`src/hw/rtl/assert_macros.svh`:
```
// assertion macros shared by the gemm tile rtl
// no dependencies; define NO_ASSERTIONS to compile the checks out
`ifndef ASSERT_MACROS_SVH
`define ASSERT_MACROS_SVH
`ifndef NO_ASSERTIONS
`define GT_ASSERT(lbl, clk, rst, prop) lbl: assert property (@(posedge clk) disable iff (rst) prop) else $error("%m: check failed");
`define GT_NEVER(lbl, clk, rst, expr) lbl: assert property (@(posedge clk) disable iff (rst) !(expr)) else $error("%m: forbidden condition");
`else
`define GT_ASSERT(lbl, clk, rst, prop)
`define GT_NEVER(lbl, clk, rst, expr)
`endif
`endif

```
`src/hw/rtl/gtile_pkg.sv`:
```
// shared types, constants and helper functions for the gemm tile engine
// no dependencies
package gtile_pkg;

   localparam int TILE_ROWS_DEF = 8;
   localparam int TILE_COLS_DEF = 16;
   localparam int MAX_ELEMS     = 16;
   localparam int LANE_LAT      = 5;
   localparam int ROW_IDX_W     = 4;
   localparam int CNT_W         = 5;
   localparam int CSR_IDX_W     = 1;

   localparam logic [31:0] FP_QNAN     = 32'h7FC0_0000;
   localparam logic [31:0] FP_INF      = 32'h7F80_0000;
   localparam logic [31:0] FP_NEG_ZERO = 32'h8000_0000;
   localparam logic [31:0] ALPHA_RESET = 32'h3F80_0000;
   localparam logic [31:0] BETA_RESET  = 32'h0000_0000;

   localparam logic [1:0] FN_LOAD_A = 2'd0;
   localparam logic [1:0] FN_ACC    = 2'd1;
   localparam logic [1:0] FN_EPI    = 2'd2;

   localparam logic [CSR_IDX_W-1:0] CSR_ALPHA = 1'b0;
   localparam logic [CSR_IDX_W-1:0] CSR_BETA  = 1'b1;

   typedef logic signed [11:0] exp_type;

   typedef struct packed {
      logic [1:0]  func;
      logic [2:0]  row;
      logic [63:0] word0;
      logic [63:0] word1;
      logic [63:0] word2;
      logic [63:0] word3;
      logic [63:0] word4;
      logic [63:0] word5;
      logic [63:0] word6;
      logic [63:0] word7;
   } req_type;

   typedef struct packed {
      logic [2:0]  out_row;
      logic [63:0] out_word0;
      logic [63:0] out_word1;
      logic [63:0] out_word2;
      logic [63:0] out_word3;
      logic [63:0] out_word4;
      logic [63:0] out_word5;
      logic [63:0] out_word6;
      logic [63:0] out_word7;
      logic        tile_done;
   } rsp_type;

   typedef enum logic [1:0] {LSRC_ACC, LSRC_SCALE, LSRC_BETA} lane_src_type;

   typedef enum logic [1:0] {ST_IDLE, ST_ACC, ST_EPI_WAIT, ST_EPI} seq_state_type;

   typedef struct packed {
      logic                 rd_en;
      logic [ROW_IDX_W-1:0] rd_row;
      lane_src_type         lane_src;
      logic [ROW_IDX_W-1:0] a_row;
      logic                 wr_en;
      logic [ROW_IDX_W-1:0] wr_row;
      logic                 out_load;
      logic                 tile_clear;
   } seq_cmd_type;

   function automatic logic [31:0] req_elem(req_type r, int unsigned idx);
      logic [63:0] w;
      begin
         case (idx >> 1)
            0: w = r.word0;
            1: w = r.word1;
            2: w = r.word2;
            3: w = r.word3;
            4: w = r.word4;
            5: w = r.word5;
            6: w = r.word6;
            7: w = r.word7;
            default: w = '0;
         endcase
         return idx[0] ? w[63:32] : w[31:0];
      end
   endfunction

   function automatic logic [6:0] lzc64(logic [63:0] v);
      logic [6:0] n;
      begin
         n = 7'd64;
         for (int i = 0; i < 64; i++) begin
            if (v[i]) n = 7'(63 - i);
         end
         return n;
      end
   endfunction

endpackage

```
`src/hw/rtl/gtile_acc_mem.sv`:
```
// accumulator store: one row of lane values per entry, row valid bits for clear
// depends on gtile_pkg
module gtile_acc_mem #(
   parameter int ROWS = gtile_pkg::TILE_ROWS_DEF,
   parameter int COLS = gtile_pkg::TILE_COLS_DEF
) (
   input  logic                           clock,
   input  logic                           reset,
   input  logic                           rd_en,
   input  logic [gtile_pkg::ROW_IDX_W-1:0] rd_row,
   input  logic                           wr_en,
   input  logic [gtile_pkg::ROW_IDX_W-1:0] wr_row,
   input  logic [COLS*32-1:0]             wr_data,
   input  logic                           clear_all,
   output logic [COLS*32-1:0]             rd_data
);
   import gtile_pkg::*;

   localparam int ROW_W = (ROWS > 1) ? $clog2(ROWS) : 1;

   logic [COLS*32-1:0] mem_ff [ROWS];
   logic [COLS*32-1:0] rd_data_ff;
   logic [ROWS-1:0]    valid_ff;
   logic               rd_valid_ff;

   always_ff @(posedge clock) begin
      if (wr_en) mem_ff[wr_row[ROW_W-1:0]] <= wr_data;
      if (rd_en) rd_data_ff <= mem_ff[rd_row[ROW_W-1:0]];
   end

   // a row never written since the last clear reads as +0
   always_ff @(posedge clock) begin
      if (reset) begin
         valid_ff    <= '0;
         rd_valid_ff <= 1'b0;
      end else begin
         if (clear_all) valid_ff <= '0;
         else if (wr_en) valid_ff[wr_row[ROW_W-1:0]] <= 1'b1;
         if (rd_en) rd_valid_ff <= valid_ff[rd_row[ROW_W-1:0]];
      end
   end

   assign rd_data = rd_valid_ff ? rd_data_ff : '0;

endmodule

```
`config.mk`:
```
export PLATFORM = sky130hd
export DESIGN_NAME = gtile_acc_mem
export DESIGN_NICKNAME = d
export VERILOG_FILES = /design/src/hw/rtl/assert_macros.svh /design/src/hw/rtl/gtile_pkg.sv /design/src/hw/rtl/gtile_acc_mem.sv
export SDC_FILE = /design/constraint.sdc
export NUM_CORES = 2
export LEC_CHECK = 0
export BUFFER_PORTS_ARGS = -buffer_cell sky130_fd_sc_hd__buf_2
export CAP_MARGIN = 0
export CORE_MARGIN = 5
export CORE_UTILIZATION = 55
export DETAILED_ROUTE_END_ITERATION = 6
export PLACE_DENSITY_LB_ADDON = 0.1
export SLEW_MARGIN = 10
export SYNTH_ARGS = -nofsm -noshare
export SYNTH_HDL_FRONTEND = slang
export SYNTH_SLANG_ARGS = --single-unit
```
`constraint.sdc`:
```
create_clock -name clock -period 106 [get_ports clock]
set_clock_uncertainty 0.1 [all_clocks]
set_input_delay 15.9 -clock clock [delete_from_list [all_inputs] [get_ports clock]]
set_output_delay 15.9 -clock clock [all_outputs]
set_load 0.005 [all_outputs]
```
==> results.json <==
{
  "pwr-share-clk_pct": 40.8,
  "synth_area_per_cell_um2": 21.3,
  "cts_resized": 0,
  "ys_seq_area_share_pct": 80.3,
  "startpoint": "rd_row[0]",
  "fin_crit_sh_pct": 20.3,
  "report.final.slew_viol_count": 0,
  "row_count": 205,
  "synth_top_area_share_pct": 80.2,
  "drc": 0,
  "ys_ff_latch": 4617,
  "utilization_pct": 63.4,
  "drive_gt1_share_pct": 29.5,
  "slew_headroom_pct": 1.05,
  "grt_pass1_vias": 84966,
  "power_frac_seq_pct": 54.3,
  "gp_congestion": 0.742,
  "nNetsFinal": 9893,
  "antenna_found_initial": 252,
  "p_sw_share_pct": 21.0,
  "htree_levels": 5,
  "root_buffer": "clkbuf_16",
  "ctsHoldBuffers": 0,
  "rr_startpoint": "mem_ff[0][25]",
  "coreArea_mm2": 0.312,
  "syn_inst": 8118,
  "area_growth_pct": 14.6,
  "endpoint_kind": "flip-flop",
  "p_per_area_mw_per_mm2": 19.6,
  "initial_core_util_pct": 55.3,
  "via_per_inst": 5.86,
  "outcome": "finished, final reports clean",
  "dr.first_iter.drc_count": 8280,
  "final-hold-violation-count": 0,
  "power.share.combinational_pct": 4.9,
  "cts_tree": "done",
  "fp.dieH_um": 570,
  "dp_cells": 13047,
  "dpl_cell_area_mm2": 0.183,
  "clock_sinks": 4617,
  "finalSetupViolations": 0,
  "syn_nets": 8643,
  "clkSlewWorstSetupHoldPaths_ps": 60,
  "cp.arrival_ps": 22110,
  "antenna_left": 0,
  "synth_edf_count": 4608,
  "vias": 82347,
  "hpwl_um": 226000,
  "drv_cap": 0,
  "setup_tns_ps": 0,
  "yosys_warnings": 0,
  "cts_buffer_depth": 4,
  "synth-async-reset-ratio_pct": 0,
  "firstDrtPassIters": 5,
  "period_needed_ps": 21540,
  "hold_start": "valid_ff[0]",
  "dieArea_mm2": 0.325,
  "synth_area_leaders": "edfxtp_1 80%, mux4_2 13%, nand2_1 3.3%",
  "grt_usage_pct": 24.9,
  "critPathRequiredTime_ps": 106570,
  "grt_max_degree": 125,
  "synthFlopType": "edfxtp_1",
  "pin_count": 1037,
  "fin_area_mm2": 0.198,
  "yosys-top-cells-count": "4608 x edfxtp_1, 1539 x nand2_1, 1025 x mux4_2",
  "cts_setup_buffers": 0,
  "crit_path_start_kind": "input pin",
  "worstPathMaxFanout": 93,
  "synth_cell_types": 20,
  "worst_ir_drop_vdd_v": 0.0000196,
  "fmax_ghz": 0.0464,
  "wl_per_cell_um": 28.8,
  "synth_most_common_cell": "edfxtp_1",
  "overflow": 0,
  "tightest_slew_ps": 1480,
  "wl_um": 405000,
  "p_sw_uw": 814,
  "synth_area_mm2": 0.173,
  "stdcell_count": 14045,
  "critical_path_class": "in2reg",
  "synth_top_area_cell": "edfxtp_1",
  "grt_pass1_wl_um": 588000,
  "p_leak_nw": 67.8,
  "io_buffer_count": 1034,
  "numCtsBuffers": 459,
  "rsz0062_at_grt": "false",
  "hold_class": "reg2reg",
  "p_int_mw": 3.05,
  "clock_latency_ps": 990,
  "die-width_um": 570
}
[cell usage in the layout, fill, tap and decap left out, drive strengths merged]
cell type | Yosys | routed
diode | 0 | 143
nand2 | 1539 | 1539
nand3 | 1 | 1
o31a | 1 | 1
mux2 | 1 | 1
nand2b | 3 | 3
dfxtp | 9 | 9
clkinv | 0 | 236
inv | 1 | 9
mux2i | 1 | 1
edfxtp | 4608 | 4608
nor2 | 8 | 8
nor3 | 2 | 2
mux4 | 1025 | 1025
clkbuf | 176 | 555
buf | 222 | 1187
and2 | 512 | 512
a311oi | 1 | 1
bufinv | 0 | 37
o21a | 8 | 8
clkinvlp | 0 | 19
[area by class of cell]
type,count,area [um^2]
Clock buffer,555,11900
Timing Repair Buffer,1187,6540
Multi-Input combinational cell,3102,32300
Fill cell,21413,114000
Sequential cell,4617,139000
Tap cell,4140,5180
Antenna cell,143,358
Clock inverter,300,2990
Inverter,1,11.3
[power groups by stage]
stage                     combinational (mW)  sequential [mW]  clock [mW]
after global routing                   0.206             2.11        1.69
after detailed placement               0.192             2.14           0
after global placement                 0.188             2.14           0
after floorplan                        0.111             2.16           0
final                                  0.189             2.10        1.58
after CTS                              0.193             2.10        1.61
[logic make-up after synthesis]
group,after synthesis,share of synthesized area [%]
buffers and inverters,399,1.04
AND/OR/NAND/NOR,2065,5.24
flip-flops,4617,80.3
AO/OA/AOI/OAI,10,0.0450
multiplexers,1027,13.4
[worst max-delay path, cell delays in order]
cell     delay, ps
buf_12         520
buf_4          720
buf_4          710
buf_4          830
buf_4          730
buf_4          740
buf_4          810
mux4_2         600
nand2_1         80
nand2_1         70
[metrics by stage]
stage	power, mW	hold WS [ps]	setup slack [ps]
2_1_floorplan	2.27	335	52870
3_3_place_gp	2.32	340	83080
3_5_place_dp	2.33	350	83110
4_1_cts	3.90	364	84170
5_1_grt	4.00	375	83580
6_report	3.87	364	84460
[path summary, 6_finish.rpt]
path	end	slack [ps]	cells past startpoint
hold / removal	valid_ff[0]	360	1
setup / recovery	rd_data_ff[4]	84460	10
setup reg to reg	rd_data_ff[25]	104530	3
hold reg to reg	valid_ff[0]	360	1
[routing by layer]
| layer | track usage, % | wire length, um | up-vias | part of all wire (%) |
|---|---|---|---|---|
| met1 | 34.0 | 157000 | 43433 | 39 |
| met5 | 0 | 759 | - | 0.19 |
| met2 | 38.6 | 194000 | 3066 | 48 |
| li1 | - | - | 34957 | - |
| met3 | 7.61 | 40200 | 771 | 9.9 |
| met4 | 8.70 | 13300 | 120 | 3.3 |
[registers in the layout (all words and copies together), names as in the netlist]
signal and count:
rd_valid_ff 1, rd_data_ff 512, valid_ff 8, mem_ff 4096
Note: power is estimated with default switching activity, not from simulation.
