### src/hw/rtl/assert_macros.svh
// assertion macros shared by the gemm tile rtl
// no dependencies; define NO_ASSERTIONS to compile the checks out
`ifndef ASSERT_MACROS_SVH
`define ASSERT_MACROS_SVH
`ifndef NO_ASSERTIONS
`define GT_ASSERT(lbl, clk, rst, prop) lbl: assert property (@(posedge clk) disable iff (rst) prop) else $error("%m: check failed");
`define GT_NEVER(lbl, clk, rst, expr) lbl: assert property (@(posedge clk) disable iff (rst) !(expr)) else $error("%m: forbidden condition");
`else
`define GT_ASSERT(lbl, clk, rst, prop)
`define GT_NEVER(lbl, clk, rst, expr)
`endif
`endif

### src/hw/rtl/gtile_pkg.sv
// shared types, constants and helper functions for the gemm tile engine
// no dependencies
package gtile_pkg;

   localparam int TILE_ROWS_DEF = 8;
   localparam int TILE_COLS_DEF = 16;
   localparam int MAX_ELEMS     = 16;
   localparam int LANE_LAT      = 5;
   localparam int ROW_IDX_W     = 4;
   localparam int CNT_W         = 5;
   localparam int CSR_IDX_W     = 1;

   localparam logic [31:0] FP_QNAN     = 32'h7FC0_0000;
   localparam logic [31:0] FP_INF      = 32'h7F80_0000;
   localparam logic [31:0] FP_NEG_ZERO = 32'h8000_0000;
   localparam logic [31:0] ALPHA_RESET = 32'h3F80_0000;
   localparam logic [31:0] BETA_RESET  = 32'h0000_0000;

   localparam logic [1:0] FN_LOAD_A = 2'd0;
   localparam logic [1:0] FN_ACC    = 2'd1;
   localparam logic [1:0] FN_EPI    = 2'd2;

   localparam logic [CSR_IDX_W-1:0] CSR_ALPHA = 1'b0;
   localparam logic [CSR_IDX_W-1:0] CSR_BETA  = 1'b1;

   typedef logic signed [11:0] exp_type;

   typedef struct packed {
      logic [1:0]  func;
      logic [2:0]  row;
      logic [63:0] word0;
      logic [63:0] word1;
      logic [63:0] word2;
      logic [63:0] word3;
      logic [63:0] word4;
      logic [63:0] word5;
      logic [63:0] word6;
      logic [63:0] word7;
   } req_type;

   typedef struct packed {
      logic [2:0]  out_row;
      logic [63:0] out_word0;
      logic [63:0] out_word1;
      logic [63:0] out_word2;
      logic [63:0] out_word3;
      logic [63:0] out_word4;
      logic [63:0] out_word5;
      logic [63:0] out_word6;
      logic [63:0] out_word7;
      logic        tile_done;
   } rsp_type;

   typedef enum logic [1:0] {LSRC_ACC, LSRC_SCALE, LSRC_BETA} lane_src_type;

   typedef enum logic [1:0] {ST_IDLE, ST_ACC, ST_EPI_WAIT, ST_EPI} seq_state_type;

   typedef struct packed {
      logic                 rd_en;
      logic [ROW_IDX_W-1:0] rd_row;
      lane_src_type         lane_src;
      logic [ROW_IDX_W-1:0] a_row;
      logic                 wr_en;
      logic [ROW_IDX_W-1:0] wr_row;
      logic                 out_load;
      logic                 tile_clear;
   } seq_cmd_type;

   function automatic logic [31:0] req_elem(req_type r, int unsigned idx);
      logic [63:0] w;
      begin
         case (idx >> 1)
            0: w = r.word0;
            1: w = r.word1;
            2: w = r.word2;
            3: w = r.word3;
            4: w = r.word4;
            5: w = r.word5;
            6: w = r.word6;
            7: w = r.word7;
            default: w = '0;
         endcase
         return idx[0] ? w[63:32] : w[31:0];
      end
   endfunction

   function automatic logic [6:0] lzc64(logic [63:0] v);
      logic [6:0] n;
      begin
         n = 7'd64;
         for (int i = 0; i < 64; i++) begin
            if (v[i]) n = 7'(63 - i);
         end
         return n;
      end
   endfunction

endpackage

### src/hw/rtl/gtile_merge.sv
// merging stage: gathers the lane results of one row into the response register
// depends on gtile_pkg
module gtile_merge #(
   parameter int COLS = gtile_pkg::TILE_COLS_DEF
) (
   input  logic               clock,
   input  logic               reset,
   input  logic               load,
   input  logic               last,
   input  logic [2:0]         row,
   input  logic [COLS*32-1:0] lane_res,
   input  logic               rsp_ready,
   output logic               rsp_valid,
   output gtile_pkg::rsp_type rsp_data,
   output logic               busy
);
   import gtile_pkg::*;

   logic [MAX_ELEMS*32-1:0] flat;
   rsp_type                 rsp_in, rsp_ff;
   logic                    valid_ff;

   always_comb begin
      flat = '0;
      flat[COLS*32-1:0] = lane_res;
      rsp_in.out_row   = row;
      rsp_in.out_word0 = flat[63:0];
      rsp_in.out_word1 = flat[127:64];
      rsp_in.out_word2 = flat[191:128];
      rsp_in.out_word3 = flat[255:192];
      rsp_in.out_word4 = flat[319:256];
      rsp_in.out_word5 = flat[383:320];
      rsp_in.out_word6 = flat[447:384];
      rsp_in.out_word7 = flat[511:448];
      rsp_in.tile_done = last;
   end

   always_ff @(posedge clock) begin
      if (load) rsp_ff <= rsp_in;
   end

   always_ff @(posedge clock) begin
      if (reset) valid_ff <= 1'b0;
      else if (load) valid_ff <= 1'b1;
      else if (rsp_ready) valid_ff <= 1'b0;
   end

   assign rsp_valid = valid_ff;
   assign rsp_data  = rsp_ff;
   assign busy      = valid_ff;

endmodule

### config.mk
export PLATFORM = sky130hd
export DESIGN_NAME = gtile_merge
export DESIGN_NICKNAME = d
export VERILOG_FILES = /design/src/hw/rtl/assert_macros.svh /design/src/hw/rtl/gtile_pkg.sv /design/src/hw/rtl/gtile_merge.sv
export SDC_FILE = /design/constraint.sdc
export NUM_CORES = 1
export LEC_CHECK = 0
export ABC_AREA = 1
export BUFFER_PORTS_ARGS = -buffer_cell sky130_fd_sc_hd__clkbuf_2
export CELL_PAD_IN_SITES_DETAIL_PLACEMENT = 1
export CELL_PAD_IN_SITES_GLOBAL_PLACEMENT = 1
export CORE_AREA = 10 10 392 394
export CTS_CLUSTER_DIAMETER = 120
export CTS_CLUSTER_SIZE = 8
export DETAILED_ROUTE_END_ITERATION = 16
export DIE_AREA = 0 0 402 404
export GPL_ROUTABILITY_DRIVEN = 0
export PLACE_DENSITY = 0.32
export SLEW_MARGIN = 10
export SYNTH_ARGS = -nofsm -noshare
export SYNTH_HDL_FRONTEND = slang
export SYNTH_SLANG_ARGS = --single-unit
### constraint.sdc
create_clock -name clock -period 0.8 [get_ports clock]
set_input_delay 0.08 -clock clock [delete_from_list [all_inputs] [get_ports clock]]
set_output_delay 0.08 -clock clock [all_outputs]
set_load 0.1 [all_outputs]
==> results of run 1 <==
-- final cells by class --
type                    instances  share of cell area, %
repair buffers               1609                  48.30
flip-flops and latches        517                  40.02
well taps                    1917                  6.185
clock buffers                  86                  5.166
clock inverters                 6                 0.2420
diodes                          6                0.03872
multi-input cells               2                0.03227
inverters                       2                0.01936
-- worst paths after layout --
path	slack, ns	end	startpoint
max	-0.69	rsp_data[146]	rsp_data[146]$_DFFE_PP_
min reg2reg	0.54	busy$_SDFFE_PP0P_	busy$_SDFFE_PP0P_
max reg2reg	0.14	busy$_SDFFE_PP0P_	busy$_SDFFE_PP0P_
min	0.11	rsp_data[72]$_DFFE_PP_	load
-- cells in the mapped netlist, drive strengths merged --
master	instances	area, um^2
buf	1	7.510
inv	2	7.510
dfxtp	1	20.02
a21oi	1	8.760
edfxtp	516	15490
nand2	1	3.750
-- kinds of logic (layout without fill, tap and decap cells) --
| group | count (synthesis) | after routing | synth area share [%] |
|---|---|---|---|
| compound gates | 1 | 1 | 0.05636 |
| buf+inv | 3 | 1703 | 0.09664 |
| flops | 517 | 517 | 99.82 |
| other cells | 0 | 6 | 0 |
| simple gates | 1 | 1 | 0.02413 |
-- power groups by stage --
| stage | Clock [mW] | Sequential [mW] | Combinational, mW |
|---|---|---|---|
| 2_1_floorplan | 0 | 48.7 | 0.0344 |
| 3_3_place_gp | 0 | 34.7 | 27.2 |
| 3_5_place_dp | 0 | 34.8 | 27.3 |
| 4_1_cts | 31.4 | 34.3 | 29.6 |
| 5_1_grt | 32.3 | 34.4 | 29.9 |
| 6_report | 29.9 | 34.2 | 29.3 |
-- per-stage QoR --
step	TNS [ns]	power, mW	hold WS, ns
after detailed placement	-127.21	62.04	0.2397
after floorplan	-95.10	48.73	0.1333
after global placement	-122.64	61.98	0.2528
after CTS	-381.58	95.28	0.04900
after global routing	-383.75	96.58	0.07809
final	-335.78	93.36	0.1129
-- metal layers --
| metal | track usage (%) | part of all wire [%] | up-vias |
|---|---|---|---|
| li1 | - | - | 5509 |
| met1 | 10.75 | 32 | 6055 |
| met2 | 21.13 | 55 | 622 |
| met3 | 4.808 | 9.7 | 149 |
| met4 | 3.524 | 3.0 | 14 |
| met5 | 0 | 0.11 | - |
-- cell usage in the layout (no fill, tap or decap), types with 2 or more instances in the layout --
cell type	instances
diode_2	6
buf_4	39
buf_6	2
dlygate4sd3_1	519
clkbuf_16	79
clkbuf_1	7
edfxtp_1	516
clkinv_8	2
clkbuf_2	518
inv_1	2
buf_12	530
-- state kept, by name, indices dropped and copies added, names as in the netlist --
register	cells
rsp_data	516
busy	1
-- what timing repair did --
| action | CTS | global route |
|---|---|---|
| endpoints found under the setup margin | 518 | 753 |
| resized for setup | 2 | 0 |
| hold endpoints to repair | 532 | 16 |
| hold buffers | 519 | 1 |
==> flow_summary.ini, run 1 <==
[sta]
min_period_ns = 1.495
relSlewSlack_pct = 76.29
min_period_over_period_pct = 186.8
rsz0062_at_grt = true
finalWorstSetupSlack_ns = -0.6946
setup_viol = 753
worstMarginPinSlew_ns = 0.3557
drv_slew = 0
fin_skew_ns = 0
finalHoldViolCount = 0
max_clock_freq_mhz = 669.1

[layout]
areaGrowthSynthToFinish_pct = 149.5
multi_input_area_um2 = 12.51
drive_gt1_share_pct = 52.93
fin_util_pct = 26.67
regArea_mm2 = 0.01552
stdcell_count = 4145
fin_nets = 2727
fin_area_mm2 = 0.03878
nFillCells = 15359

[power]
vdd_ir_drop_max_mv = 1.584
p_clk_share_pct = 32.0
switching_share_pct = 35.06
power_switching_mw = 32.74
p_leak_nw = 15.60
power_density_mw_per_mm2 = 2408
internal_power_mw = 60.62
power_frac_seq_pct = 36.7
p_comb_share_pct = 31.3

[worst_setup_path]
required_ns = 0.72
crit_path_cell_trace = buf_12
slowest_stage = edfxtp_1
crit_buf_inv = 1
path_depth = 1
timing.critical_path.to_type = output pin
rr_worst_depth = 2
critPathKind = reg2out
worstPathMaxFanout = 1
critical-path-top-delay-family = flip-flops
arrival_ns = 1.41
slowest_delay_ns = 0.53
cp-start-kind = flop

[logic_synthesis]
syn-cell-area_mm2 = 0.01554
ys_ff_latch = 517
yosys_warnings = 0
ys_types = 6
synthCells = 522
syn_nets = 1042
syn_avg_cell_area_um2 = 29.77
yosysSeqAreaShare_pct = 99.82

[routing]
wirelength_mm = 94.02
viasPerCell = 2.979
antenna_left = 0
post_drt_wl_per_cell_um = 22.68
drt_first_iter_violations = 497
drtPass1Iterations = 4
drc = 0
via_count = 12349

[floorplan]
io_pins = 1038
die_area_mm2 = 0.1624
core_area_mm2 = 0.1454
dieWidth_um = 402
chipHeight_um = 404
rows = 140
start_util_pct = 10.69

[cts]
post_cts_buffers = 0
cts_made_buffers = 75
cts-root-buf = clkbuf_16
clock-sinks = 517
htree_num_levels = 3
tritoncts = yes
clk_pin_slew_ns = 0.05
worstSkewPairLatency_ns = 0.64
clockBufferDepth = 3

[run_status]
status = complete, but fails checks
violations = negative setup slack

[global_routing]
grt_pass1_wl_mm = 125.8
track_usage_pct = 11.14
grt-ovfl-total = 0
grt_start_max_net_pins = 32
antenna_found_initial = 22
first_global_vias = 14677

[placement]
place_area_mm2 = 0.03149
dp_slack_ns = -0.3751
port_buffers = 1037
hpwl_mm = 78.17
dpl.cell_count = 3530

[worst_hold_path]
min_delay_path_depth = 3
hold_class = in2reg

[flow_run]
cap_violations = 0
No activity file was read; power rests on OpenSTA's default activity.
==> inputs of run 2 (changes only) <==
--- a/config.mk
+++ b/config.mk
@@ -7,6 +7,7 @@
 export LEC_CHECK = 0
 export ABC_AREA = 1
 export BUFFER_PORTS_ARGS = -buffer_cell sky130_fd_sc_hd__clkbuf_2
+export CAP_MARGIN = 10
 export CELL_PAD_IN_SITES_DETAIL_PLACEMENT = 1
 export CELL_PAD_IN_SITES_GLOBAL_PLACEMENT = 1
 export CORE_AREA = 10 10 392 394
==> constraint.sdc (replaced) <==
create_clock -name clock -period 1.55 [get_ports clock]
set_input_delay 0.155 -clock clock [delete_from_list [all_inputs] [get_ports clock]]
set_output_delay 0.155 -clock clock [all_outputs]
set_load 0.1 [all_outputs]
==> run 2 against run 1 <==
The run still ends with negative setup slack left; critical path depth stayed put; combinational power is 55% lower; cell count is 0.24% lower; die area stayed put; sequential share of layout area is 4.7 points higher; count of clock-buffer cells in the layout is 1 lower; flip-flop and latch count stayed put; power is 51% lower; clock skew stayed put; sequential power is 50% lower; setup slack better by 0.65 ns.
==> flow_summary.ini, run 2 (synthesized netlist as in run 1, its figures left out) <==
[run_status]
status = complete, but fails checks
violations = negative setup slack

[global_routing]
first_global_vias = 14452
grt_pass1_wl_mm = 128.1
antenna_found_initial = 55
grtUsageMet2_pct = 20.20
grt-ovfl-total = 0
grt_start_max_net_pins = 49
grt_use_met1_pct = 11.76
grtUsageMet3_pct = 4.709
track_usage_pct = 11.46
busiest_layer = met2

[layout]
fin_nets = 2702
layout_common_cells = dlygate4sd3_1, clkbuf_2, edfxtp_1, clkbuf_8, clkbuf_4
areaGrowthSynthToFinish_pct = 123.2
drive_gt1_share_pct = 52.39
final_common_cell = dlygate4sd3_1
fin_util_pct = 23.86
largest_reg_flops = 516
nFillCells = 15788

[placement]
hpwl_mm = 78.81
dp_slack_ns = 0.3082
port_buffers = 1037

[cts]
htree_num_levels = 3
clock-sinks = 517
clockBufferDepth = 3
cts_made_buffers = 76
cts-root-buf = clkbuf_16
post_cts_buffers = 0
tritoncts = yes
worstSkewPairLatency_ns = 0.65
clk_pin_slew_ns = 0.05

[power]
power_density_mw_per_mm2 = 1325
finalPower_mw = 45.97
p_leak_nw = 14.04
vdd_ir_drop_max_mv = 0.8203

[worst_setup_path]
slowest_delay_ns = 0.53
cp-start-kind = flop
critical-path-top-delay-family = flip-flops
worstPathMaxFanout = 1
required_ns = 1.39
critPathKind = reg2out
slowest_stage = edfxtp_1
crit_path_cell_trace = buf_8
arrival_ns = 1.44
crit_buf_inv = 1
timing.critical_path.to_type = output pin

[routing]
drtPass1Iterations = 4
via_count = 12422
viasPerCell = 3.004
wirelength_mm = 97.00
post_drt_wl_per_cell_um = 23.46
antenna_left = 0
drc = 0
drt_first_iter_violations = 563

[sta]
finalHoldViolCount = 0
setup_viol = 4
min_period_ns = 1.598
finalWorstSetupSlack_ns = -0.04794
max_clock_freq_mhz = 625.8
fin_skew_ns = 0
drv_slew = 0
rsz0062_at_grt = true
min_period_over_period_pct = 103.1
worstMarginPinSlew_ns = 0.3345
relSlewSlack_pct = 77.70
setup_tns_ns = -0.1089

[worst_hold_path]
hold_class = in2reg

[floorplan]
dieWidth_um = 402
core_area_mm2 = 0.1454
die_area_mm2 = 0.1624
start_util_pct = 10.69
io_pins = 1038
rows = 140
chipHeight_um = 404

[flow_run]
cap_violations = 0
==> run 2: final cells by class <==
type                       instances  area (um^2)  area share [%]
clock buffer                      85         1936           5.580
antenna                           19        47.55          0.1371
tap                             1917         2399           6.914
sequential                       517        15520           44.73
clock inverter                    10        207.7          0.5987
inverter                           2        7.507         0.02164
timing repair buffer            1583        14570           41.99
multi-input combinational          2        12.51         0.03607
==> run 2: worst paths after layout <==
| kind | cells past startpoint | slack [ns] | end | startpoint |
|---|---|---|---|---|
| max reg2reg | 3 | 0.37 | busy$_SDFFE_PP0P_ | busy$_SDFFE_PP0P_ |
| min | 2 | 0.20 | rsp_data[142]$_DFFE_PP_ | lane_res[333] |
| max | 1 | -0.05 | rsp_data[326] | rsp_data[326]$_DFFE_PP_ |
| min reg2reg | 3 | 1.07 | busy$_SDFFE_PP0P_ | busy$_SDFFE_PP0P_ |
==> run 2: through the flow <==
stage                     instances  hold WS, ns  area, um^2
after floorplan                 522       0.2174       15540
after global placement         3502       0.3286       23640
after detailed placement       3502       0.3251       23640
after CTS                      4116       0.1120       34620
after global routing           4130       0.1488       34680
final                          4135       0.2000       34690
==> run 2: report_power, final <==
group	switching [mW]	internal [mW]	leakage [nW]
logic	9.74	3.51	7.95
clock network	6.52	9.01	1.03
registers	0.512	16.7	5.06
==> run 2: metal layers <==
metal	share of wire, %	up-vias
li1	-	5475
met1	35	6086
met2	51	643
met3	9.2	178
met4	4.5	40
met5	0.25	-
==> run 2: timing repair <==
action,in CTS,in global routing
resized for setup,877,18
endpoints found under the setup margin,503,26
pin swaps,0,0
endpoints found under the hold margin,541,0
hold buffers,519,0
