**src/hw/rtl/assert_macros.svh**
```systemverilog
// assertion macros shared by the gemm tile rtl
// no dependencies; define NO_ASSERTIONS to compile the checks out
`ifndef ASSERT_MACROS_SVH
`define ASSERT_MACROS_SVH
`ifndef NO_ASSERTIONS
`define GT_ASSERT(lbl, clk, rst, prop) lbl: assert property (@(posedge clk) disable iff (rst) prop) else $error("%m: check failed");
`define GT_NEVER(lbl, clk, rst, expr) lbl: assert property (@(posedge clk) disable iff (rst) !(expr)) else $error("%m: forbidden condition");
`else
`define GT_ASSERT(lbl, clk, rst, prop)
`define GT_NEVER(lbl, clk, rst, expr)
`endif
`endif

```
**src/hw/rtl/gtile_pkg.sv**
```systemverilog
// shared types, constants and helper functions for the gemm tile engine
// no dependencies
package gtile_pkg;

   localparam int TILE_ROWS_DEF = 8;
   localparam int TILE_COLS_DEF = 16;
   localparam int MAX_ELEMS     = 16;
   localparam int LANE_LAT      = 5;
   localparam int ROW_IDX_W     = 4;
   localparam int CNT_W         = 5;
   localparam int CSR_IDX_W     = 1;

   localparam logic [31:0] FP_QNAN     = 32'h7FC0_0000;
   localparam logic [31:0] FP_INF      = 32'h7F80_0000;
   localparam logic [31:0] FP_NEG_ZERO = 32'h8000_0000;
   localparam logic [31:0] ALPHA_RESET = 32'h3F80_0000;
   localparam logic [31:0] BETA_RESET  = 32'h0000_0000;

   localparam logic [1:0] FN_LOAD_A = 2'd0;
   localparam logic [1:0] FN_ACC    = 2'd1;
   localparam logic [1:0] FN_EPI    = 2'd2;

   localparam logic [CSR_IDX_W-1:0] CSR_ALPHA = 1'b0;
   localparam logic [CSR_IDX_W-1:0] CSR_BETA  = 1'b1;

   typedef logic signed [11:0] exp_type;

   typedef struct packed {
      logic [1:0]  func;
      logic [2:0]  row;
      logic [63:0] word0;
      logic [63:0] word1;
      logic [63:0] word2;
      logic [63:0] word3;
      logic [63:0] word4;
      logic [63:0] word5;
      logic [63:0] word6;
      logic [63:0] word7;
   } req_type;

   typedef struct packed {
      logic [2:0]  out_row;
      logic [63:0] out_word0;
      logic [63:0] out_word1;
      logic [63:0] out_word2;
      logic [63:0] out_word3;
      logic [63:0] out_word4;
      logic [63:0] out_word5;
      logic [63:0] out_word6;
      logic [63:0] out_word7;
      logic        tile_done;
   } rsp_type;

   typedef enum logic [1:0] {LSRC_ACC, LSRC_SCALE, LSRC_BETA} lane_src_type;

   typedef enum logic [1:0] {ST_IDLE, ST_ACC, ST_EPI_WAIT, ST_EPI} seq_state_type;

   typedef struct packed {
      logic                 rd_en;
      logic [ROW_IDX_W-1:0] rd_row;
      lane_src_type         lane_src;
      logic [ROW_IDX_W-1:0] a_row;
      logic                 wr_en;
      logic [ROW_IDX_W-1:0] wr_row;
      logic                 out_load;
      logic                 tile_clear;
   } seq_cmd_type;

   function automatic logic [31:0] req_elem(req_type r, int unsigned idx);
      logic [63:0] w;
      begin
         case (idx >> 1)
            0: w = r.word0;
            1: w = r.word1;
            2: w = r.word2;
            3: w = r.word3;
            4: w = r.word4;
            5: w = r.word5;
            6: w = r.word6;
            7: w = r.word7;
            default: w = '0;
         endcase
         return idx[0] ? w[63:32] : w[31:0];
      end
   endfunction

   function automatic logic [6:0] lzc64(logic [63:0] v);
      logic [6:0] n;
      begin
         n = 7'd64;
         for (int i = 0; i < 64; i++) begin
            if (v[i]) n = 7'(63 - i);
         end
         return n;
      end
   endfunction

endpackage

```
**src/hw/rtl/gtile_fma.sv**
```systemverilog
// one fp32 fused multiply-add lane, five register stages, round to nearest even
// depends on gtile_pkg
module gtile_fma (
   input  logic        clock,
   input  logic [31:0] op_a,
   input  logic [31:0] op_b,
   input  logic [31:0] op_c,
   output logic [31:0] result
);
   import gtile_pkg::*;

   // stage 1: unpack, special values, mantissa product
   logic        sa, sb, sc, sp, za, zb, zc, nan_in;
   logic [7:0]  ea, eb, ec, ea1, eb1, ec1;
   logic [22:0] fa, fb, fc;
   logic [23:0] ma, mb;
   logic        s1_spec_in;
   logic [31:0] s1_sval_in;
   logic [47:0] prod_in;
   exp_type     ep_raw_in, ecx_raw_in;

   always_comb begin
      sa = op_a[31];
      sb = op_b[31];
      sc = op_c[31];
      sp = sa ^ sb;
      ea = op_a[30:23];
      eb = op_b[30:23];
      ec = op_c[30:23];
      fa = op_a[22:0];
      fb = op_b[22:0];
      fc = op_c[22:0];
      za = (op_a[30:0] == 31'd0);
      zb = (op_b[30:0] == 31'd0);
      zc = (op_c[30:0] == 31'd0);
      nan_in = (ea == 8'hFF && fa != 23'd0) || (eb == 8'hFF && fb != 23'd0) ||
               (ec == 8'hFF && fc != 23'd0);
      s1_spec_in = 1'b1;
      s1_sval_in = FP_QNAN;
      if (nan_in) begin
         s1_sval_in = FP_QNAN;
      end else if (ea == 8'hFF || eb == 8'hFF) begin
         if (za || zb) s1_sval_in = FP_QNAN;
         else if (ec == 8'hFF && sc != sp) s1_sval_in = FP_QNAN;
         else s1_sval_in = {sp, FP_INF[30:0]};
      end else if (ec == 8'hFF) begin
         s1_sval_in = op_c;
      end else if (za || zb) begin
         if (zc) s1_sval_in = (sp == sc) ? {sp, 31'd0} : 32'd0;
         else s1_sval_in = op_c;
      end else begin
         s1_spec_in = 1'b0;
      end
      ea1 = (ea != 8'd0) ? ea : 8'd1;
      eb1 = (eb != 8'd0) ? eb : 8'd1;
      ec1 = (ec != 8'd0) ? ec : 8'd1;
      ma = {ea != 8'd0, fa};
      mb = {eb != 8'd0, fb};
      ep_raw_in  = $signed({4'b0000, ea1}) + $signed({4'b0000, eb1}) - 12'sd300;
      ecx_raw_in = $signed({4'b0000, ec1}) - 12'sd150;
   end

   assign prod_in = ma * mb;

   logic        s1_spec_ff, s1_sp_ff, s1_sc_ff, s1_zc_ff;
   logic [31:0] s1_sval_ff;
   logic [47:0] s1_p_ff;
   logic [23:0] s1_mc_ff;
   exp_type     s1_ep_ff, s1_ecx_ff;

   always_ff @(posedge clock) begin
      s1_spec_ff <= s1_spec_in;
      s1_sval_ff <= s1_sval_in;
      s1_sp_ff   <= sp;
      s1_sc_ff   <= sc;
      s1_zc_ff   <= zc;
      s1_p_ff    <= prod_in;
      s1_mc_ff   <= {ec != 8'd0, fc};
      s1_ep_ff   <= ep_raw_in;
      s1_ecx_ff  <= ecx_raw_in;
   end

   // stage 2: normalise both operands to bit 62, order them
   logic [63:0] v_p, v_c, mp, mcn;
   logic [6:0]  lz_p, lz_c;
   exp_type     ep, ecx, dd;
   logic        prod_big;
   logic [63:0] s2_big_in, s2_small_in;
   exp_type     s2_e_in;
   logic [6:0]  s2_d_in;
   logic        s2_sign_in, s2_sub_in;

   always_comb begin
      v_p  = {1'b0, s1_p_ff, 15'd0};
      lz_p = lzc64(v_p);
      mp   = v_p << (lz_p - 7'd1);
      ep   = s1_ep_ff - $signed({5'd0, lz_p}) - 12'sd14;
      v_c  = {1'b0, s1_mc_ff, 39'd0};
      lz_c = lzc64(v_c);
      mcn  = v_c << (lz_c - 7'd1);
      ecx  = s1_ecx_ff - $signed({5'd0, lz_c}) - 12'sd38;
      prod_big    = s1_zc_ff || (ep > ecx) || (ep == ecx && mp >= mcn);
      s2_big_in   = prod_big ? mp : mcn;
      s2_small_in = s1_zc_ff ? 64'd0 : (prod_big ? mcn : mp);
      s2_e_in     = prod_big ? ep : ecx;
      dd          = prod_big ? (ep - ecx) : (ecx - ep);
      if (s1_zc_ff) s2_d_in = 7'd0;
      else if (dd > 12'sd63) s2_d_in = 7'd63;
      else s2_d_in = dd[6:0];
      s2_sign_in = prod_big ? s1_sp_ff : s1_sc_ff;
      s2_sub_in  = !s1_zc_ff && (s1_sp_ff != s1_sc_ff);
   end

   logic        s2_spec_ff, s2_sign_ff, s2_sub_ff;
   logic [31:0] s2_sval_ff;
   logic [63:0] s2_big_ff, s2_small_ff;
   exp_type     s2_e_ff;
   logic [6:0]  s2_d_ff;

   always_ff @(posedge clock) begin
      s2_spec_ff  <= s1_spec_ff;
      s2_sval_ff  <= s1_sval_ff;
      s2_big_ff   <= s2_big_in;
      s2_small_ff <= s2_small_in;
      s2_e_ff     <= s2_e_in;
      s2_d_ff     <= s2_d_in;
      s2_sign_ff  <= s2_sign_in;
      s2_sub_ff   <= s2_sub_in;
   end

   // stage 3: align with sticky, add or subtract
   logic [63:0] mask, small_al, sum_in;

   always_comb begin
      mask = (64'd1 << s2_d_ff) - 64'd1;
      if (s2_d_ff >= 7'd63) small_al = 64'd1;
      else small_al = (s2_small_ff >> s2_d_ff) | {63'd0, |(s2_small_ff & mask)};
      sum_in = s2_sub_ff ? (s2_big_ff - small_al) : (s2_big_ff + small_al);
   end

   logic        s3_spec_ff, s3_sign_ff;
   logic [31:0] s3_sval_ff;
   logic [63:0] s3_m_ff;
   exp_type     s3_e_ff;

   always_ff @(posedge clock) begin
      s3_spec_ff <= s2_spec_ff;
      s3_sval_ff <= s2_sval_ff;
      s3_sign_ff <= s2_sign_ff;
      s3_m_ff    <= sum_in;
      s3_e_ff    <= s2_e_ff;
   end

   // stage 4: leading one, target exponent and rounding position
   logic [6:0] lz_m;
   exp_type    ex, eff_in, sh_in;
   logic       s4_spec_in;
   logic [31:0] s4_sval_in;

   always_comb begin
      lz_m   = lzc64(s3_m_ff);
      ex     = s3_e_ff - $signed({5'd0, lz_m}) + 12'sd190;
      eff_in = (ex < 12'sd1) ? 12'sd1 : ex;
      sh_in  = eff_in - 12'sd150 - s3_e_ff;
      s4_spec_in = s3_spec_ff || (s3_m_ff == 64'd0);
      s4_sval_in = s3_spec_ff ? s3_sval_ff : 32'd0;
   end

   logic        s4_spec_ff, s4_sign_ff, s4_ovf_ff;
   logic [31:0] s4_sval_ff;
   logic [63:0] s4_m_ff;
   exp_type     s4_eff_ff, s4_sh_ff;

   always_ff @(posedge clock) begin
      s4_spec_ff <= s4_spec_in;
      s4_sval_ff <= s4_sval_in;
      s4_sign_ff <= s3_sign_ff;
      s4_ovf_ff  <= (ex >= 12'sd255);
      s4_m_ff    <= s3_m_ff;
      s4_eff_ff  <= eff_in;
      s4_sh_ff   <= sh_in;
   end

   // stage 5: shift into place, round, pack
   exp_type      neg_sh;
   logic [6:0]   shc;
   logic [127:0] wide;
   logic [63:0]  hi, lo, left;
   logic         rnd;
   logic [24:0]  mant;
   logic [7:0]   eff8;
   logic [31:0]  bits, res_in;

   always_comb begin
      neg_sh = -s4_sh_ff;
      shc    = (s4_sh_ff > 12'sd127) ? 7'd127 : s4_sh_ff[6:0];
      wide   = {s4_m_ff, 64'd0} >> shc;
      hi     = wide[127:64];
      lo     = wide[63:0];
      left   = s4_m_ff << neg_sh[5:0];
      rnd    = lo[63] && ((|lo[62:0]) || hi[0]);
      if (s4_sh_ff <= 12'sd0) mant = left[24:0];
      else mant = hi[24:0] + {24'd0, rnd};
      eff8 = s4_eff_ff[7:0] - 8'd1;
      bits = {1'b0, eff8, 23'd0} + {7'd0, mant};
      if (bits >= FP_INF || s4_ovf_ff) bits = FP_INF;
      res_in = s4_spec_ff ? s4_sval_ff : {s4_sign_ff, bits[30:0]};
   end

   logic [31:0] res_ff;

   always_ff @(posedge clock) begin
      res_ff <= res_in;
   end

   assign result = res_ff;

endmodule

```
**config.mk**
```make
export PLATFORM = sky130hd
export DESIGN_NAME = gtile_fma
export DESIGN_NICKNAME = d
export VERILOG_FILES = /design/src/hw/rtl/assert_macros.svh /design/src/hw/rtl/gtile_pkg.sv /design/src/hw/rtl/gtile_fma.sv
export SDC_FILE = /design/constraint.sdc
export NUM_CORES = 2
export LEC_CHECK = 0
export BUFFER_PORTS_ARGS = -buffer_cell sky130_fd_sc_hd__buf_2
export CAP_MARGIN = 20
export CELL_PAD_IN_SITES_DETAIL_PLACEMENT = 1
export CELL_PAD_IN_SITES_GLOBAL_PLACEMENT = 2
export CORE_UTILIZATION = 41
export CTS_CLUSTER_SIZE = 10
export DETAILED_ROUTE_END_ITERATION = 8
export PLACE_DENSITY_LB_ADDON = 0.1
export SLEW_MARGIN = 20
export SYNTH_ARGS = -nofsm -noshare
export SYNTH_HDL_FRONTEND = slang
export SYNTH_SLANG_ARGS = --single-unit
export TNS_END_PERCENT = 10
```
**constraint.sdc**
```tcl
create_clock -name clock -period 11.4 [get_ports clock]
set_input_delay 0 -clock clock [delete_from_list [all_inputs] [get_ports clock]]
set_output_delay 0 -clock clock [all_outputs]
set_load 0.02 [all_outputs]
```
==> impl_metrics.yaml <==
run_status:
  outcome: "finished, final reports clean"
timing:
  fin_hold_ws_ps: 66.2
  relSlewSlack: 0.270
  max_freq_mhz: 106
  fin_setup_tns_ps: 0
  finalSetupViolCount: 0
  finalCritPeriodShare: 0.831
  fin_skew_ps: 46.0
  rsz0062_at_grt: "false"
  hold_viol: 0
  min_period_ps: 9480
  drv_slew: 0
  worstMarginPinSlew_ps: 1080
floorplan:
  start_util: 0.414
  die_area_um2: 146000
  rows: 139
  core_area_um2: 144000
  io_pins: 129
  die_w_um: 383
  die_h_um: 383
drt:
  drtIter0Drc: 3774
  drtPass1Iterations: 5
  wire_per_inst_um: 25.7
  drcViolationCount: 0
  vias: 51500
  ant_nets: 0
  drt_wl_total_um: 224000
  via_per_inst: 5.92
clocking:
  cts_buffers: 68
  cts_buffer_depth: 3
  root_buffer: "clkbuf_16"
  htreeDepth: 3
  clkSinkCount: 540
  postCtsHoldBufs: 56
  clkLatencyLatePin_ps: 630
  cts_tree: "built"
  cts_setup_buffers: 0
  cts_resized: 0
  clkTransAtPathRegs_ps: 60
critical_path:
  worstPathArrival_ps: 9990
  path_common_cell: "o21a_1"
  rrSetupSlack_ps: 1920
  cp.required_ps: 11920
  worstSetupPathType: "reg2reg"
  cp-start-kind: "flop"
  slowest_delay_ps: 920
  crit_path_top_delay_cell: "ha_2"
  cp_max_fo: 35
  r2r_cells: 32
  r2r_start: "s1_p_ff[1]"
  cp-endpoint: "s2_small_ff[20]"
  crit_start: "s1_p_ff[1]"
  rr_endpoint: "s2_small_ff[20]"
  end_kind: "flop"
cells_and_area:
  drive_gt1_frac: 0.0970
  final_util: 0.446
  instances_no_fill: 8697
  syn_to_final_growth_pct: 7.75
  final_nets: 7716
  final_cell_mix: "inv_1, nand2_1, dfxtp_1"
  layout_commonest_cell: "inv_1"
yosys:
  syn_inst: 6831
  synth_edf_count: 0
  synthFlopType: "dfxtp_1"
  async_reset_ff_frac: 0
  syn_area_um2: 59400
  synth_seq_cells: 540
  yosysUniqueCellTypes: 117
  ys_seq_area_frac: 0.182
  syn-num-nets: 7779
  yosys_warnings: 0
  syn_avg_cell_area_um2: 8.70
run:
  maxCapViolations: 0
grt:
  overflow: 0
  grt_pass1_wl_um: 342000
  gr-usage-all-layers: 0.304
  grt_max_degree: 61
  grt_antenna_before_repair: 6
  grt_pass1_vias: 54500
placed_design:
  place_hpwl_um: 178000
  placed_cells: 8545
  place_congestion: 0.956
  portBuffers: 128
worst_hold_path:
  hp-class: "in2reg"
[layer usage]
layer,global-route usage,routed length (um)
met5,0,39
met3,0.0387,11700
met1,0.376,92000
met2,0.527,109000
met4,0.133,10800
[cell type report]
class                           count  area [um^2]
Timing Repair Buffer              262         1790
Clock inverter                     12          155
Antenna cell                        2         5.00
Tap cell                         1903         2380
Sequential cell                   540        10800
Fill cell                       16800        79600
Inverter                          728         2750
Multi-Input combinational cell   5168        44300
Clock buffer                       82         1820
[worst min-delay path by stage]
stage | start | endpoint | slack [ps] | cells after the start
2_1_floorplan | op_c[0] | s1_mc_ff[0] | 30 | 0
6_report | op_c[5] | s1_mc_ff[5] | 70 | 2
3_5_place_dp | op_c[7] | s1_mc_ff[7] | 130 | 1
4_1_cts | op_c[0] | s1_mc_ff[0] | 40 | 2
3_3_place_gp | op_c[6] | s1_mc_ff[6] | 130 | 1
5_1_grt | op_c[5] | s1_mc_ff[5] | 60 | 2
[cells in the mapped netlist, types with 12 or more instances]
library cell | number | share of area
a211o_1 | 17 | 0.0025
or2_2 | 26 | 0.0027
nand4_1 | 44 | 0.0046
a22o_1 | 27 | 0.0040
a22oi_1 | 31 | 0.0039
o31ai_1 | 26 | 0.0033
xor2_1 | 83 | 0.012
and2_1 | 318 | 0.033
a21boi_0 | 12 | 0.0015
nor3_1 | 139 | 0.012
or3_1 | 29 | 0.0031
or4_1 | 19 | 0.0024
o2bb2ai_1 | 25 | 0.0037
buf_6 | 14 | 0.0027
nor4_1 | 61 | 0.0064
o22ai_1 | 75 | 0.0079
a221oi_1 | 13 | 0.0019
a211oi_1 | 58 | 0.0073
a21o_1 | 87 | 0.011
mux4_2 | 175 | 0.066
nand3_1 | 93 | 0.0078
mux2_2 | 71 | 0.013
inv_1 | 721 | 0.046
nor2_1 | 463 | 0.029
fa_1 | 490 | 0.17
buf_4 | 18 | 0.0023
o21bai_1 | 57 | 0.0072
buf_1 | 41 | 0.0026
ha_1 | 361 | 0.076
and3_1 | 33 | 0.0035
o21ai_0 | 204 | 0.017
a31oi_1 | 63 | 0.0066
nor2b_1 | 63 | 0.0066
o211ai_1 | 39 | 0.0049
dfxtp_1 | 540 | 0.18
nand2b_1 | 86 | 0.0091
clkbuf_1 | 283 | 0.018
nand2_1 | 713 | 0.045
xnor2_1 | 159 | 0.023
mux2i_1 | 393 | 0.066
a21oi_1 | 349 | 0.029
o21a_1 | 34 | 0.0043
buf_2 | 39 | 0.0033
[through the flow]
step	worst slack, ps	cell area [um^2]
final	1920	64000
after global routing	1080	64000
after CTS	1900	64000
after detailed placement	1980	61500
after global placement	2080	61500
after floorplan	2980	59400
[kinds of logic after synthesis]
kind of cell / count (synthesis) / synth area share
compound gates: 1270 / 0.141
xor+xnor: 245 / 0.0365
fa+ha+maj: 854 / 0.242
buf+inv: 1123 / 0.0749
flops: 540 / 0.182
mux: 641 / 0.146
simple gates: 2158 / 0.177
[worst max-delay path: cells and delay by family (launching register included)]
kind                     cells  cell delay [ps]
flip-flops                   1              410
AO/OA/AOI/OAI               18             3390
buffers and inverters        3             1270
AND/OR/NAND/NOR              5             1980
adder cells (fa/ha/maj)      2             1180
multiplexers                 4             1100
[registers in the layout (all words and copies together), names as in the netlist, 48 cells and up]
register / count
s3_m_ff: 64
s4_m_ff: 64
s1_p_ff: 48
s2_big_ff: 49
s2_small_ff: 49
Power is left out: the tool's default activity adds up to more than one toggle a clock period on the data nets, which glitch-free logic cannot reach.
